[src/hdl/pdc_pkg.sv]
`timescale 1ns / 1ps
// Package for the pump dose controller: codes, item kinds, queue and result types,
// and the reciprocal constants of the digit pipeline. No dependencies.
package pdc_pkg;

    localparam int DEF_CLICK_SCALE = 30;
    localparam logic [15:0] DEF_FWD_LEVEL = 16'd30000;
    localparam logic [15:0] DEF_BWD_LEVEL = 16'd15000;

    localparam int CFG_IDX_W  = 1;
    localparam int CFG_DATA_W = 16;
    localparam logic [CFG_IDX_W-1:0] CFG_FWD_LEVEL = 1'd0;
    localparam logic [CFG_IDX_W-1:0] CFG_BWD_LEVEL = 1'd1;

    localparam logic [1:0] FUNC_CMD  = 2'd0;
    localparam logic [1:0] FUNC_EDGE = 2'd1;
    localparam logic [1:0] FUNC_TICK = 2'd2;

    localparam logic [7:0] CHR_P = 8'h50;
    localparam logic [7:0] CHR_V = 8'h56;
    localparam logic [7:0] CHR_I = 8'h49;
    localparam logic [7:0] CHR_Q = 8'h51;
    localparam logic [7:0] CHR_S = 8'h53;
    localparam logic [7:0] CHR_F = 8'h46;
    localparam logic [7:0] CHR_B = 8'h42;
    localparam logic [7:0] CHR_C = 8'h43;
    localparam logic [7:0] CHR_O = 8'h4F;
    localparam logic [7:0] CHR_K = 8'h6B;
    localparam logic [7:0] DIGIT_BASE = 8'h30;

    localparam int NUM_W = 10;
    localparam int DIV_SHIFT = 24;
    localparam int RECIP_10 = (1 << DIV_SHIFT) / 10 + 1;
    localparam int RECIP_10_W = 21;
    localparam int Q10_W  = 13;
    localparam int Q100_W = 10;

    typedef enum logic [1:0] {
        DIR_STOP = 2'd0,
        DIR_FWD  = 2'd1,
        DIR_BWD  = 2'd2
    } t_dir;

    typedef enum logic [3:0] {
        K_NOP,
        K_SET,
        K_VALVE_CLOSE,
        K_VALVE_OPEN,
        K_VALVE_STATUS,
        K_IDENT,
        K_QUERY,
        K_STOP,
        K_ECHO,
        K_EDGE,
        K_TICK
    } t_kind;

    typedef struct packed {
        t_kind            kind;
        t_dir             dir;
        logic             dir_ok;
        logic [NUM_W-1:0] num;
        logic [7:0]       b0;
        logic [7:0]       b1;
        logic [7:0]       b2;
    } t_entry;

    typedef struct packed {
        logic [15:0] level;
        logic        led;
        logic        valve;
        logic        pumping;
        logic [1:0]  rlen;
        logic [7:0]  rep0;
        logic [7:0]  rep1;
        logic [7:0]  rep2;
    } t_res;

    typedef struct packed {
        logic   valid;
        t_entry entry;
    } t_qword;

endpackage

[src/hdl/pdc_in_if.sv]
`timescale 1ns / 1ps
// Input channel of the pump dose controller: valid, ready and one item word.
// No dependencies.
interface pdc_in_if;
    logic       valid;
    logic       ready;
    logic [1:0] func;
    logic [7:0] cmd_byte;
    logic [7:0] sub_byte;
    logic [7:0] hundreds_byte;
    logic [7:0] tens_byte;
    logic [7:0] ones_byte;

    modport source (output valid, func, cmd_byte, sub_byte, hundreds_byte, tens_byte,
                    ones_byte, input ready);
    modport sink (input valid, func, cmd_byte, sub_byte, hundreds_byte, tens_byte,
                  ones_byte, output ready);
endinterface

[src/hdl/pdc_out_if.sv]
`timescale 1ns / 1ps
// Result channel of the pump dose controller: valid, ready and one result word.
// No dependencies.
interface pdc_out_if;
    logic        valid;
    logic        ready;
    logic [15:0] motor_level;
    logic        led_on;
    logic        valve_closed;
    logic        pumping;
    logic [1:0]  reply_length;
    logic [7:0]  reply_first;
    logic [7:0]  reply_second;
    logic [7:0]  reply_third;

    modport source (output valid, motor_level, led_on, valve_closed, pumping,
                    reply_length, reply_first, reply_second, reply_third, input ready);
    modport sink (input valid, motor_level, led_on, valve_closed, pumping,
                  reply_length, reply_first, reply_second, reply_third, output ready);
endinterface

[src/hdl/pdc_front.sv]
`timescale 1ns / 1ps
// Front end: accepts input words and classifies them into queue entries.
// Depends on pdc_pkg and pdc_in_if.
module pdc_front import pdc_pkg::*; (
    pdc_in_if.sink   i_cmd,
    input  logic     i_q_ready,
    output t_qword   o_qword
);

    function automatic logic [3:0] digit_of(input logic [7:0] b);
        logic [3:0] d;
        case (b) inside
            [8'h30:8'h39]: d = 4'(b - DIGIT_BASE);
            default:       d = 4'd0;
        endcase
        return d;
    endfunction

    t_entry w_e;

    assign i_cmd.ready = i_q_ready;

    always_comb begin
        w_e.kind   = K_NOP;
        w_e.dir    = DIR_STOP;
        w_e.dir_ok = 1'b0;
        w_e.num    = NUM_W'(10'(digit_of(i_cmd.hundreds_byte)) * 10'd100
                          + 10'(digit_of(i_cmd.tens_byte)) * 10'd10
                          + 10'(digit_of(i_cmd.ones_byte)));
        w_e.b0     = i_cmd.cmd_byte;
        w_e.b1     = i_cmd.sub_byte;
        w_e.b2     = i_cmd.hundreds_byte;
        case (i_cmd.sub_byte)
            CHR_F: begin
                w_e.dir    = DIR_FWD;
                w_e.dir_ok = 1'b1;
            end
            CHR_B: begin
                w_e.dir    = DIR_BWD;
                w_e.dir_ok = 1'b1;
            end
            CHR_S: begin
                w_e.dir    = DIR_STOP;
                w_e.dir_ok = 1'b1;
            end
            default: ;
        endcase
        case (i_cmd.func)
            FUNC_CMD: begin
                case (i_cmd.cmd_byte)
                    CHR_P: w_e.kind = K_SET;
                    CHR_V: begin
                        case (i_cmd.sub_byte)
                            CHR_C:   w_e.kind = K_VALVE_CLOSE;
                            CHR_O:   w_e.kind = K_VALVE_OPEN;
                            CHR_S:   w_e.kind = K_VALVE_STATUS;
                            default: w_e.kind = K_NOP;
                        endcase
                    end
                    CHR_I:   w_e.kind = K_IDENT;
                    CHR_Q:   w_e.kind = K_QUERY;
                    CHR_S:   w_e.kind = K_STOP;
                    default: w_e.kind = K_ECHO;
                endcase
            end
            FUNC_EDGE: w_e.kind = K_EDGE;
            FUNC_TICK: w_e.kind = K_TICK;
            default:   w_e.kind = K_NOP;
        endcase
    end

    assign o_qword.valid = i_cmd.valid && i_q_ready;
    assign o_qword.entry = w_e;

endmodule

[src/hdl/pdc_queue.sv]
`timescale 1ns / 1ps
// Two-entry queue between the front end and the execution back end.
// Depends on pdc_pkg.
module pdc_queue import pdc_pkg::*; (
    input  logic   i_clk,
    input  logic   i_rst_n,
    input  t_qword i_push,
    output logic   o_ready,
    input  logic   i_pop,
    output t_qword o_head
);

    t_entry     r_mem [2];
    logic       r_wr;
    logic       r_rd;
    logic [1:0] r_cnt;
    logic       w_pop;

    assign o_ready      = (r_cnt != 2'd2);
    assign o_head.valid = (r_cnt != 2'd0);
    assign o_head.entry = r_mem[r_rd];
    assign w_pop        = i_pop && o_head.valid;

    always_ff @(posedge i_clk) begin
        if (!i_rst_n) begin
            r_wr  <= 1'b0;
            r_rd  <= 1'b0;
            r_cnt <= 2'd0;
        end else begin
            if (i_push.valid) begin
                r_wr <= ~r_wr;
            end
            if (w_pop) begin
                r_rd <= ~r_rd;
            end
            r_cnt <= r_cnt + 2'(i_push.valid) - 2'(w_pop);
        end
    end

    always_ff @(posedge i_clk) begin
        if (i_push.valid) begin
            r_mem[r_wr] <= i_push.entry;
        end
    end

endmodule

[src/hdl/pdc_back.sv]
`timescale 1ns / 1ps
// Back end: executes queue entries against the pump state and forms the reply,
// with a reciprocal-multiply pipeline for the remaining-count digits.
// Depends on pdc_pkg and pdc_out_if.
module pdc_back import pdc_pkg::*; #(
    parameter int CLICK_SCALE = DEF_CLICK_SCALE
) (
    input  logic                  i_clk,
    input  logic                  i_rst_n,
    input  logic                  i_cfg_we,
    input  logic [CFG_IDX_W-1:0]  i_cfg_idx,
    input  logic [CFG_DATA_W-1:0] i_cfg_data,
    input  t_qword                i_head,
    output logic                  o_pop,
    pdc_out_if.source             o_res
);

    localparam int RECIP   = (1 << DIV_SHIFT) / CLICK_SCALE + 1;
    localparam int RECIP_W = DIV_SHIFT + 1;
    localparam int P2_W    = 16 + RECIP_W;
    localparam int P3_W    = 16 + RECIP_10_W;
    localparam int P4_W    = Q10_W + RECIP_10_W;

    logic [15:0] r_fwd_level, r_bwd_level;
    logic        r_run, r_halted, r_valve, r_led;
    t_dir        r_tdir, r_speed, r_motor;
    logic [15:0] r_count, r_target;

    logic        n_run, n_halted, n_valve, n_led;
    t_dir        n_tdir, n_speed, n_motor;
    logic [15:0] n_count, n_target;

    logic        w_en;
    t_res        w_s1;
    logic        w_q1;
    logic [15:0] w_d1;
    logic [16:0] w_inc;
    t_entry      w_e;

    logic        r_v1, r_v2, r_v3, r_v4, r_out_valid;
    t_res        r_s1, r_s2, r_s3, r_s4, r_out;
    logic        r_q1, r_q2, r_q3, r_q4;
    logic [15:0] r_d1, r_v2_val;
    logic [7:0]  r_v3_lo;
    logic [Q10_W-1:0] r_q10_3;
    logic [7:0]  r_q10_4, r_q100_4, r_ones_4;

    logic [P2_W-1:0] w_p2;
    logic [P3_W-1:0] w_p3;
    logic [P4_W-1:0] w_p4;
    t_res        w_out;

    assign w_en  = !r_out_valid || o_res.ready;
    assign o_pop = w_en;
    assign w_e   = i_head.entry;
    assign w_inc = {1'b0, r_count} + 17'd1;

    always_comb begin
        n_run    = r_run;
        n_halted = r_halted;
        n_valve  = r_valve;
        n_led    = r_led;
        n_tdir   = r_tdir;
        n_speed  = r_speed;
        n_motor  = r_motor;
        n_count  = r_count;
        n_target = r_target;
        w_s1     = '0;
        w_q1     = 1'b0;
        w_d1     = r_target - r_count;
        case (w_e.kind)
            K_SET: begin
                n_run    = 1'b1;
                n_count  = 16'd0;
                n_halted = 1'b0;
                if (w_e.dir_ok) begin
                    n_tdir = w_e.dir;
                end
                n_target = 16'(32'(w_e.num) * 32'(CLICK_SCALE));
            end
            K_VALVE_CLOSE: n_valve = 1'b1;
            K_VALVE_OPEN:  n_valve = 1'b0;
            K_VALVE_STATUS: begin
                w_s1.rlen = 2'd3;
                w_s1.rep0 = DIGIT_BASE;
                w_s1.rep1 = DIGIT_BASE;
                w_s1.rep2 = DIGIT_BASE | {7'd0, r_valve};
            end
            K_IDENT: begin
                w_s1.rlen = 2'd2;
                w_s1.rep0 = CHR_O;
                w_s1.rep1 = CHR_K;
            end
            K_QUERY: begin
                w_s1.rlen = 2'd3;
                w_q1      = 1'b1;
            end
            K_STOP: begin
                n_halted = 1'b1;
                n_run    = 1'b0;
                n_speed  = DIR_STOP;
            end
            K_ECHO: begin
                w_s1.rlen = 2'd3;
                w_s1.rep0 = w_e.b0;
                w_s1.rep1 = w_e.b1;
                w_s1.rep2 = w_e.b2;
            end
            K_EDGE: begin
                if (w_inc[15:0] > r_target) begin
                    n_run    = 1'b0;
                    n_count  = 16'd0;
                    n_target = 16'd0;
                    n_tdir   = DIR_STOP;
                    n_halted = 1'b1;
                end else begin
                    n_count = w_inc[15:0];
                end
            end
            K_TICK: begin
                n_motor = r_speed;
                if (r_speed == DIR_STOP) begin
                    n_run = 1'b0;
                    n_led = 1'b1;
                end else begin
                    n_led = ~r_led;
                end
            end
            default: ;
        endcase
        if (!n_halted && n_run) begin
            n_speed = n_tdir;
        end
        if (n_halted) begin
            n_led   = 1'b1;
            n_run   = 1'b0;
            n_speed = DIR_STOP;
            n_motor = DIR_STOP;
        end
        case (n_motor)
            DIR_FWD: w_s1.level = r_fwd_level;
            DIR_BWD: w_s1.level = r_bwd_level;
            default: w_s1.level = 16'd0;
        endcase
        w_s1.led     = n_led;
        w_s1.valve   = n_valve;
        w_s1.pumping = n_run;
    end

    assign w_p2 = P2_W'(r_d1) * P2_W'(RECIP);
    assign w_p3 = P3_W'(r_v2_val) * P3_W'(RECIP_10);
    assign w_p4 = P4_W'(r_q10_3) * P4_W'(RECIP_10);

    always_comb begin
        w_out = r_s4;
        if (r_q4) begin
            w_out.rep0 = r_q100_4 + DIGIT_BASE;
            w_out.rep1 = 8'(r_q10_4 - 8'(r_q100_4 * 8'd10)) + DIGIT_BASE;
            w_out.rep2 = r_ones_4 + DIGIT_BASE;
        end
    end

    always_ff @(posedge i_clk) begin
        if (!i_rst_n) begin
            r_fwd_level <= DEF_FWD_LEVEL;
            r_bwd_level <= DEF_BWD_LEVEL;
            r_run       <= 1'b0;
            r_halted    <= 1'b1;
            r_valve     <= 1'b0;
            r_led       <= 1'b1;
            r_tdir      <= DIR_STOP;
            r_speed     <= DIR_STOP;
            r_motor     <= DIR_STOP;
            r_count     <= 16'd0;
            r_target    <= 16'd0;
            r_v1        <= 1'b0;
            r_v2        <= 1'b0;
            r_v3        <= 1'b0;
            r_v4        <= 1'b0;
            r_out_valid <= 1'b0;
        end else begin
            if (i_cfg_we) begin
                case (i_cfg_idx)
                    CFG_FWD_LEVEL: r_fwd_level <= i_cfg_data;
                    CFG_BWD_LEVEL: r_bwd_level <= i_cfg_data;
                    default: ;
                endcase
            end
            if (w_en) begin
                r_v1        <= i_head.valid;
                r_v2        <= r_v1;
                r_v3        <= r_v2;
                r_v4        <= r_v3;
                r_out_valid <= r_v4;
                if (i_head.valid) begin
                    r_run    <= n_run;
                    r_halted <= n_halted;
                    r_valve  <= n_valve;
                    r_led    <= n_led;
                    r_tdir   <= n_tdir;
                    r_speed  <= n_speed;
                    r_motor  <= n_motor;
                    r_count  <= n_count;
                    r_target <= n_target;
                end
            end
        end
    end

    always_ff @(posedge i_clk) begin
        if (w_en) begin
            r_s1     <= w_s1;
            r_q1     <= w_q1;
            r_d1     <= w_d1;
            r_s2     <= r_s1;
            r_q2     <= r_q1;
            r_v2_val <= w_p2[DIV_SHIFT +: 16];
            r_s3     <= r_s2;
            r_q3     <= r_q2;
            r_v3_lo  <= r_v2_val[7:0];
            r_q10_3  <= w_p3[DIV_SHIFT +: Q10_W];
            r_s4     <= r_s3;
            r_q4     <= r_q3;
            r_q10_4  <= r_q10_3[7:0];
            r_q100_4 <= 8'(w_p4[DIV_SHIFT +: Q100_W]);
            r_ones_4 <= 8'(r_v3_lo - 8'(r_q10_3[7:0] * 8'd10));
            r_out    <= w_out;
        end
    end

    assign o_res.valid        = r_out_valid;
    assign o_res.motor_level  = r_out.level;
    assign o_res.led_on       = r_out.led;
    assign o_res.valve_closed = r_out.valve;
    assign o_res.pumping      = r_out.pumping;
    assign o_res.reply_length = r_out.rlen;
    assign o_res.reply_first  = r_out.rep0;
    assign o_res.reply_second = r_out.rep1;
    assign o_res.reply_third  = r_out.rep2;

    a_halted_idle: assert property (@(posedge i_clk) disable iff (!i_rst_n)
        r_halted |-> (!r_run && r_led && r_speed == DIR_STOP && r_motor == DIR_STOP))
        else $error("halted pump still shows drive state");

    a_count_bound: assert property (@(posedge i_clk) disable iff (!i_rst_n)
        !r_halted |-> (r_count <= r_target))
        else $error("click count passed target without halting");

    a_pipe_advance: assert property (@(posedge i_clk) disable iff (!i_rst_n)
        (w_en && r_v4) |=> r_out_valid)
        else $error("result word lost between last stage and output register");

endmodule

[src/hdl/pump_dose_controller.sv]
`timescale 1ns / 1ps
// Pump dose controller top level: front end, two-entry queue and back end.
// Depends on pdc_pkg, pdc_in_if, pdc_out_if, pdc_front, pdc_queue and pdc_back.
// The controller takes one word per clock and returns exactly one result word for
// each, in order. An accepted word is written into the queue; the execute stage
// takes it as it leaves the queue, three stages of reciprocal multiplication turn
// the remaining count into decimal digits, and the output register presents the
// result word. Throughput is one word per cycle while the result side takes words;
// a stalled output holds the whole back end and the two-entry queue absorbs up to
// two more input words before ready drops.
module pump_dose_controller import pdc_pkg::*; #(
    parameter int CLICK_SCALE = DEF_CLICK_SCALE
) (
    input  logic                  i_clk,
    input  logic                  i_rst_n,
    pdc_in_if.sink                i_cmd,
    pdc_out_if.source             o_res,
    input  logic                  i_cfg_we,
    input  logic [CFG_IDX_W-1:0]  i_cfg_idx,
    input  logic [CFG_DATA_W-1:0] i_cfg_data
);

    t_qword w_push;
    t_qword w_head;
    logic   w_q_ready;
    logic   w_pop;

    pdc_front u_front (
        .i_cmd     (i_cmd),
        .i_q_ready (w_q_ready),
        .o_qword   (w_push)
    );

    pdc_queue u_queue (
        .i_clk   (i_clk),
        .i_rst_n (i_rst_n),
        .i_push  (w_push),
        .o_ready (w_q_ready),
        .i_pop   (w_pop),
        .o_head  (w_head)
    );

    pdc_back #(
        .CLICK_SCALE (CLICK_SCALE)
    ) u_back (
        .i_clk      (i_clk),
        .i_rst_n    (i_rst_n),
        .i_cfg_we   (i_cfg_we),
        .i_cfg_idx  (i_cfg_idx),
        .i_cfg_data (i_cfg_data),
        .i_head     (w_head),
        .o_pop      (w_pop),
        .o_res      (o_res)
    );

endmodule

[src/flat_wrapper.sv]
// flat-port wrapper written by rule: the top's interface ports become plain ports
module pump_dose_controller_flat import pdc_pkg::*;
#(
    parameter int CLICK_SCALE = DEF_CLICK_SCALE
)
  (i_clk, i_rst_n, i_cfg_we, i_cfg_idx, i_cfg_data, i_cmd_valid, i_cmd_func, i_cmd_cmd_byte, i_cmd_sub_byte, i_cmd_hundreds_byte, i_cmd_tens_byte, i_cmd_ones_byte, i_cmd_ready, o_res_valid, o_res_motor_level, o_res_led_on, o_res_valve_closed, o_res_pumping, o_res_reply_length, o_res_reply_first, o_res_reply_second, o_res_reply_third, o_res_ready);
  pdc_in_if i_cmd_i ();
  pdc_out_if o_res_i ();
  input  logic i_clk;
  input  logic i_rst_n;
  input  logic i_cfg_we;
  input  logic [CFG_IDX_W-1:0] i_cfg_idx;
  input  logic [CFG_DATA_W-1:0] i_cfg_data;
  input wire logic [$bits(i_cmd_i.valid)-1:0] i_cmd_valid;
  input wire logic [$bits(i_cmd_i.func)-1:0] i_cmd_func;
  input wire logic [$bits(i_cmd_i.cmd_byte)-1:0] i_cmd_cmd_byte;
  input wire logic [$bits(i_cmd_i.sub_byte)-1:0] i_cmd_sub_byte;
  input wire logic [$bits(i_cmd_i.hundreds_byte)-1:0] i_cmd_hundreds_byte;
  input wire logic [$bits(i_cmd_i.tens_byte)-1:0] i_cmd_tens_byte;
  input wire logic [$bits(i_cmd_i.ones_byte)-1:0] i_cmd_ones_byte;
  output wire logic [$bits(i_cmd_i.ready)-1:0] i_cmd_ready;
  output wire logic [$bits(o_res_i.valid)-1:0] o_res_valid;
  output wire logic [$bits(o_res_i.motor_level)-1:0] o_res_motor_level;
  output wire logic [$bits(o_res_i.led_on)-1:0] o_res_led_on;
  output wire logic [$bits(o_res_i.valve_closed)-1:0] o_res_valve_closed;
  output wire logic [$bits(o_res_i.pumping)-1:0] o_res_pumping;
  output wire logic [$bits(o_res_i.reply_length)-1:0] o_res_reply_length;
  output wire logic [$bits(o_res_i.reply_first)-1:0] o_res_reply_first;
  output wire logic [$bits(o_res_i.reply_second)-1:0] o_res_reply_second;
  output wire logic [$bits(o_res_i.reply_third)-1:0] o_res_reply_third;
  input wire logic [$bits(o_res_i.ready)-1:0] o_res_ready;
  assign i_cmd_i.valid = i_cmd_valid;
  assign i_cmd_i.func = i_cmd_func;
  assign i_cmd_i.cmd_byte = i_cmd_cmd_byte;
  assign i_cmd_i.sub_byte = i_cmd_sub_byte;
  assign i_cmd_i.hundreds_byte = i_cmd_hundreds_byte;
  assign i_cmd_i.tens_byte = i_cmd_tens_byte;
  assign i_cmd_i.ones_byte = i_cmd_ones_byte;
  assign i_cmd_ready = i_cmd_i.ready;
  assign o_res_valid = o_res_i.valid;
  assign o_res_motor_level = o_res_i.motor_level;
  assign o_res_led_on = o_res_i.led_on;
  assign o_res_valve_closed = o_res_i.valve_closed;
  assign o_res_pumping = o_res_i.pumping;
  assign o_res_reply_length = o_res_i.reply_length;
  assign o_res_reply_first = o_res_i.reply_first;
  assign o_res_reply_second = o_res_i.reply_second;
  assign o_res_reply_third = o_res_i.reply_third;
  assign o_res_i.ready = o_res_ready;
  pump_dose_controller #(.CLICK_SCALE(CLICK_SCALE)) u_core (.i_clk(i_clk), .i_rst_n(i_rst_n), .i_cmd(i_cmd_i), .o_res(o_res_i), .i_cfg_we(i_cfg_we), .i_cfg_idx(i_cfg_idx), .i_cfg_data(i_cfg_data));
endmodule
[config.mk]
export PLATFORM = sky130hd
export DESIGN_NAME = pump_dose_controller_flat
export DESIGN_NICKNAME = d
export VERILOG_FILES = /design/src/hdl/pdc_pkg.sv /design/src/hdl/pdc_in_if.sv /design/src/hdl/pdc_out_if.sv /design/src/hdl/pdc_front.sv /design/src/hdl/pdc_queue.sv /design/src/hdl/pdc_back.sv /design/src/hdl/pump_dose_controller.sv /design/src/flat_wrapper.sv
export SDC_FILE = /design/constraint.sdc
export NUM_CORES = 1
export LEC_CHECK = 0
export BUFFER_PORTS_ARGS = -buffer_cell sky130_fd_sc_hd__buf_2
export CORE_MARGIN = 3
export CORE_UTILIZATION = 45
export CTS_CLUSTER_SIZE = 30
export DETAILED_ROUTE_END_ITERATION = 6
export MAX_ROUTING_LAYER = met4
export PLACE_DENSITY_LB_ADDON = 0.15
export SLEW_MARGIN = 30
export SYNTH_ARGS = -nofsm -noshare
export SYNTH_HDL_FRONTEND = slang
export SYNTH_SLANG_ARGS = --single-unit
[constraint.sdc]
create_clock -name i_clk -period 20.6 [get_ports i_clk]
set_input_delay 4.12 -clock i_clk [delete_from_list [all_inputs] [get_ports i_clk]]
set_output_delay 4.12 -clock i_clk [all_outputs]
set_load 0.05 [all_outputs]
## Word-level counts from Yosys, hierarchy flattened

Memory sizes are Yosys's and may differ from the RTL's. A register that Yosys moved wholly into a read port is not among the register bits.
Index checks and enable logic that the tools add are counted.

| cells by class | value |
|---|---|
| add/subtract/negate cells | 14 |
| multiply operators | 8 |
| divide/modulo/power cells | 0 |
| magnitude comparators | 7 |
| eq/ne operators | 26 |
| shift operators | 0 |
| mux-type cells | 39 |
| bitwise operators | 4 |
| reductions and logical operators | 21 |

Operator list:

| cell | number |
|---|---|
| $pmux 16 s2 | 3 |
| $eq 8x7->1 const B | 10 |
| $pmux 16 s3 | 1 |
| $mul 16x20->36 const B | 1 |
| $mul 12x20->32 const B | 1 |
| $mux 16 | 2 |
| $mul 13x20->31 const B | 1 |
| $add 8x6->8 const B | 3 |
| $ge 8x6->1 const B | 3 |
| $le 8x6->1 const B | 3 |
| $mux 24 | 1 |
| $pmux 4 s5 | 1 |
| $pmux 3 s3 | 2 |
| $add 16x1->16 const B | 1 |
| $eq 4x3->1 const B | 4 |
| $gt 16x16->1 | 1 |
| $mul 8x3->7 const B | 2 |
| $pmux 8 s2 | 1 |
| $sub 16x16->16 | 1 |
| $sub 8x8->8 | 2 |
| $mul 10x4->14 const B | 1 |
| $mux 2 | 7 |
| $eq 4x4->1 const B | 3 |
| $mux 1 | 12 |
| other kinds (29) | 52 |

| word-level totals | value |
|---|---|
| flip-flop bits (word level) | 385 |
| bits in latches | 0 |
| memory bits (writable) | 82 |
| ROM bits | 0 |
| bits of input ports | 64 |
| output and inout port bits | 47 |
| memories | 1 |

Memory list:

| memory | words | width | rd ports | clocked after memory_dff | write ports | RTL line | text |
|---|---|---|---|---|---|---|---|
| u_core.u_queue.r_mem | 2 | 41 | 1 | 1 | 1 | pdc_queue.sv:13 | `t_entry r_mem [2];` |

## Depth between registers and ports, before layout

| depth | value |
|---|---|
| depth after elaboration | 8 |
| depth in mapped cells | 22 |
| depth with buffers taken out | 21 |

## By module

Synthesis repeated with hierarchy kept, for this count alone.

| unflattened totals | value |
|---|---|
| cells, all modules | 2284 |
| area total of the unflattened synthesis | 27652.8 µm² |

Modules (own cells, without submodules):

| module | times used | cells each | area an instance (µm²) |
|---|---|---|---|
| pdc_back | 1 | 1963 | 22912.0 |
| pdc_queue | 1 | 151 | 3409.5 |
| pdc_front | 1 | 170 | 1331.3 |

## Worst setup path before layout

Ideal clock, no wire load.

| path | value |
|---|---|
| path kind | input -> register |
| start point | input port o_res_ready |
| end point | register u_core.u_back.r_target[10] |
| data arrival time | 12.480 ns |
| required time | 20.472 ns |
| slack | 7.992 ns |
| cell stages on the path | 8 |
| cells stage by stage | nor2b_1 inv_1 o21ai_1 nor3_1 nand2b_1 clkbuf_1 a22oi_1 nor2_1 |

| on the way | value |
|---|---|
| longest elaborated chain between the ends | 2 |

Ends and longest elaborated chain:

| element | RTL line | text |
|---|---|---|
| start: declaration | flat_wrapper.sv:31 | `input wire logic [$bits(o_res_i.ready)-1:0] o_res_ready;` |
| $logic_or 1x1->1 | pdc_back.sv:53 | `assign w_en = !r_out_valid \|\| o_res.ready;` |
| named net u_core.u_back.o_pop | pdc_back.sv:14 | `output logic o_pop,` |
| $reduce_and 4->1 (no line) | -- |  |
| end signal: assignment | pdc_back.sv:204 | `r_target <= n_target;` |
| end: declaration | pdc_back.sv:27 | `logic [15:0] r_count, r_target;` |

The timed path passes the listed nets, and every way through them passes these cells.
A chain may end at the register's enable or synchronous reset.

==> run_results.csv <==
group,metric,value,unit
power_and_ir_drop,clock_power_share,16.9,%
synth,synth_top_area_share,42.7,%
power_and_ir_drop,power_density,170,mW/mm^2
synth,synthArstFlopShare,0,%
run_status,status,"finished clean",
power_and_ir_drop,p_switching,0.00209,W
final_layout,fin_area,0.0297,mm^2
grt,grt_pass1_wl,83.0,mm
timing,maxSlewViolCount,0,
critical_path,end_kind,"register",
final_layout,mostFrequentLayoutCell,"edfxtp_1",
cts,clkLatencyLatePin,0.59,ns
detailed_routing,detail_route.wl_per_cell,16.0,um
power_and_ir_drop,peakVddDrop,0.000166,V
final_layout,nFillCells,5073,
grt,grt_pass1_vias,16234,
critical_path,start_kind,"input pin",
timing,tightestPinTransition,0.881,ns
cts,cts_buffer_depth,3,
final_layout,final_cell_mix,"edfxtp_1, ha_1, inv_1, nand2_1, fa_1",
critical_path,worst_path_max_delay_cell,"fa_1",
placement,dpl.hpwl,38.0,mm
cts,cts-root-buf,"clkbuf_16",
synth,synth_fp_nets,2724,
grt,grt_antenna_before_repair,2,
die,dieArea,0.0622,mm^2
critical_path,critPathMaxStageDelay,0.41,ns
detailed_routing,ant_nets,0,
power_and_ir_drop,p_leak,13.8,nW
timing,rsz0062_at_grt,"no",
cts,cts_tree,"built",
power_and_ir_drop,pwr-share-comb,55.9,%
synth,synth_edf_count,379,
critical_path,r2r_start,"u_core.u_back.r_v2_val[6]",
synth,synth.top_cells.by_area,"edfxtp_1, ha_1, fa_1",
timing,fin_skew,0.0180,ns
critical_path,crit_start,"i_cmd_tens_byte[1]",
cts,postCtsHoldBufs,0,
synth,yosysTopAreaCell,"edfxtp_1",
placement,placed_area,0.0281,mm^2
detailed_routing,vias_per_cell,5.08,
die,row_count,88,
cts,clk_pin_slew,0.06,ns
placement,gp_congestion,0.858,
synth,ys.warnings.count,0,
placement,io_buffers,110,
die,die_h,249,um
grt,track_usage,16.7,%
timing,relSlewSlack,41.0,%
placement,dp_slack,13.24,ns
cts,htreeDepth,2,
hold_path,hold_path.startpoint,"u_core.u_back.r_s3[27]",
detailed_routing,via_count,15901,
cts,numCtsBuffers,48,
synth,ys_seq_area_share,48.8,%
die,initial_core_util,45.9,%
power_and_ir_drop,finalPower,0.00505,W
critical_path,cp_max_fo,4,
detailed_routing,finalWirelength,50.3,mm
critical_path,worstPathRequired,20.92,ns
die,die_w,249,um
timing,layout_setup_ws,13.85,ns
hold_path,hold_path_class,"reg2reg",
synth,synth-seq-cells,461,
timing,setup_viol,0,
synth,synthFlopType,"edfxtp_1",
grt,grt_max_degree,105,
power_and_ir_drop,p_int,0.00296,W
final_layout,post_route_cells_drive_above_1_share,10.4,%
timing,tns,0,ns
job,max_cap_viol_count,0,
timing,hold_violations,0,
power_and_ir_drop,switching_share,41.5,%
synth,netlist_area,0.0267,mm^2
critical_path,path_class,"in2reg",
detailed_routing,drc_errors,0,
power_and_ir_drop,p_seq_share,27.2,%
timing,fmax,148,MHz
cts,clock-sinks,461,
die,io-pin-count,111,
die,core,0.0581,mm^2
critical_path,path_cells,"buf_2 > o21ai_0 > and4_1 > nand2_1 > inv_1 > ha_1 > ha_1 > inv_1 > fa_1 > inv_1 > ha_1 > ha_1 > inv_1 > o21bai_1 > a21oi_1 > o21bai_1 > a21oi_1 > xnor2_1",
grt,overflow,0,
synth,syn_avg_cell_area,12.1,um^2
detailed_routing,drt_iter0_drc,787,
cts,cts_setup_buffers,0,
cts,cts_resized,0,
synth,synth_cell_types,64,
timing,min_period,6.75,ns
final_layout,final_util,51.1,%
synth,syn-instance-count,2196,
final_layout,syn_to_final_growth,11.4,%
final_layout,nets,2854,
timing,fin_crit_sh,32.8,%
critical_path,cp.arrival,7.07,ns
detailed_routing,drt_pass1_iterations,5,
==> layout make-up <==
type	instances	area, um^2	share of cell area [%]
Clock inverter	25	259	0.872
Clock buffer	65	1310	4.39
Multi-Input combinational cell	1355	12200	41.2
Timing Repair Buffer	120	638	2.15
Sequential cell	461	13000	43.8
Tap cell	765	957	3.22
Inverter	340	1290	4.33
Antenna cell	1	2.50	0.00842
==> cells in the mapped netlist (4+ instances only) <==
cell      number
and4_1         4
edfxtp_1     379
o211ai_1       7
nand3_1       61
xnor2_1       70
nand4_1       12
fa_1         125
or3_1         11
xor2_1        28
nor2_1       101
a31oi_1        9
inv_1        339
or2_2         10
o31ai_1        6
mux2i_1       38
dfxtp_1       82
a21oi_1      115
nand2b_1       9
mux2_2        27
a21o_1        37
nor3_1        17
nor2b_1       14
o21a_1         7
nand2_1      144
ha_1         339
nor4_1         6
clkbuf_1      36
and3_1         5
a22oi_1       27
o221ai_1       4
and2_1        13
a211oi_1      15
o21ai_0       46
o21bai_1      10
==> state kept, by name (all words and copies together), names as in the netlist, 9 cells and up, named ones only <==
| name | flops |
|---|---|
| u_core.u_back.o_res.motor_level | 16 |
| u_core.u_back.r_bwd_level | 16 |
| u_core.u_back.r_count | 16 |
| u_core.u_back.r_d1 | 16 |
| u_core.u_back.r_fwd_level | 16 |
| u_core.u_back.r_q10_3 | 9 |
| u_core.u_back.r_s1 | 45 |
| u_core.u_back.r_s2 | 45 |
| u_core.u_back.r_s3 | 45 |
| u_core.u_back.r_s4 | 45 |
| u_core.u_back.r_target | 14 |
| u_core.u_back.r_v2_val | 12 |
| u_core.u_queue.r_mem | 82 |
==> critical path, delay by kind of cell <==
| family | cells | cell delay (ns) |
|---|---|---|
| simple gates | 2 | 0.36 |
| xor+xnor | 1 | 0.10 |
| fa+ha+maj | 5 | 1.39 |
| buf+inv | 5 | 0.39 |
| compound gates | 5 | 0.70 |
==> final timing paths <==
path | endpoint | slack, ns | depth (start not counted)
worst max-delay path | u_core.u_queue.r_mem[1][33] | 13.85 | 18
worst min-delay path | u_core.u_back.r_s4[27] | 0.41 | 0
worst max register to register | u_core.u_back.r_q10_3[5] | 14.84 | 17
worst min register to register | u_core.u_back.r_s4[27] | 0.41 | 0
==> power by group through the flow <==
stage	Clock, W	Combinational, W	Sequential, W
6_report	0.000854	0.00282	0.00138
2_1_floorplan	0	0.00213	0.00143
4_1_cts	0.000880	0.00287	0.00138
3_3_place_gp	0	0.00277	0.00140
3_5_place_dp	0	0.00283	0.00140
5_1_grt	0.000917	0.00329	0.00140
==> per-stage QoR <==
step                      hold WS [ns]  instances
final                            0.409       3132
after global routing             0.416       3132
after CTS                        0.406       3130
after detailed placement         0.405       3040
after global placement           0.400       3039
after floorplan                  0.400       2196
==> cell families (layout without fill, tap and decap cells) <==
kind of cell / after synthesis / in the layout / synth area share [%]
AO/OA/AOI/OAI: 300 / 300 / 6.97
XOR/XNOR: 98 / 98 / 3.22
adder cells (fa/ha/maj): 466 / 466 / 25.4
buffers and inverters: 380 / 550 / 5.38
flip-flops: 461 / 461 / 48.8
multiplexers: 68 / 68 / 2.76
other: 0 / 1 / 0
AND/OR/NAND/NOR: 423 / 423 / 7.47
==> metal layers <==
layer | wire (um) | vias up | share of wire, % | global-route usage, %
met5 | 0 | - | 0 | -
met4 | 1050 | 0 | 2.1 | 4.43
met3 | 1630 | 70 | 3.2 | 2.19
met2 | 24400 | 219 | 48 | 27.5
met1 | 23200 | 7699 | 46 | 22.0
li1 | - | 7913 | - | -
Power figures use the tool's default switching activity.
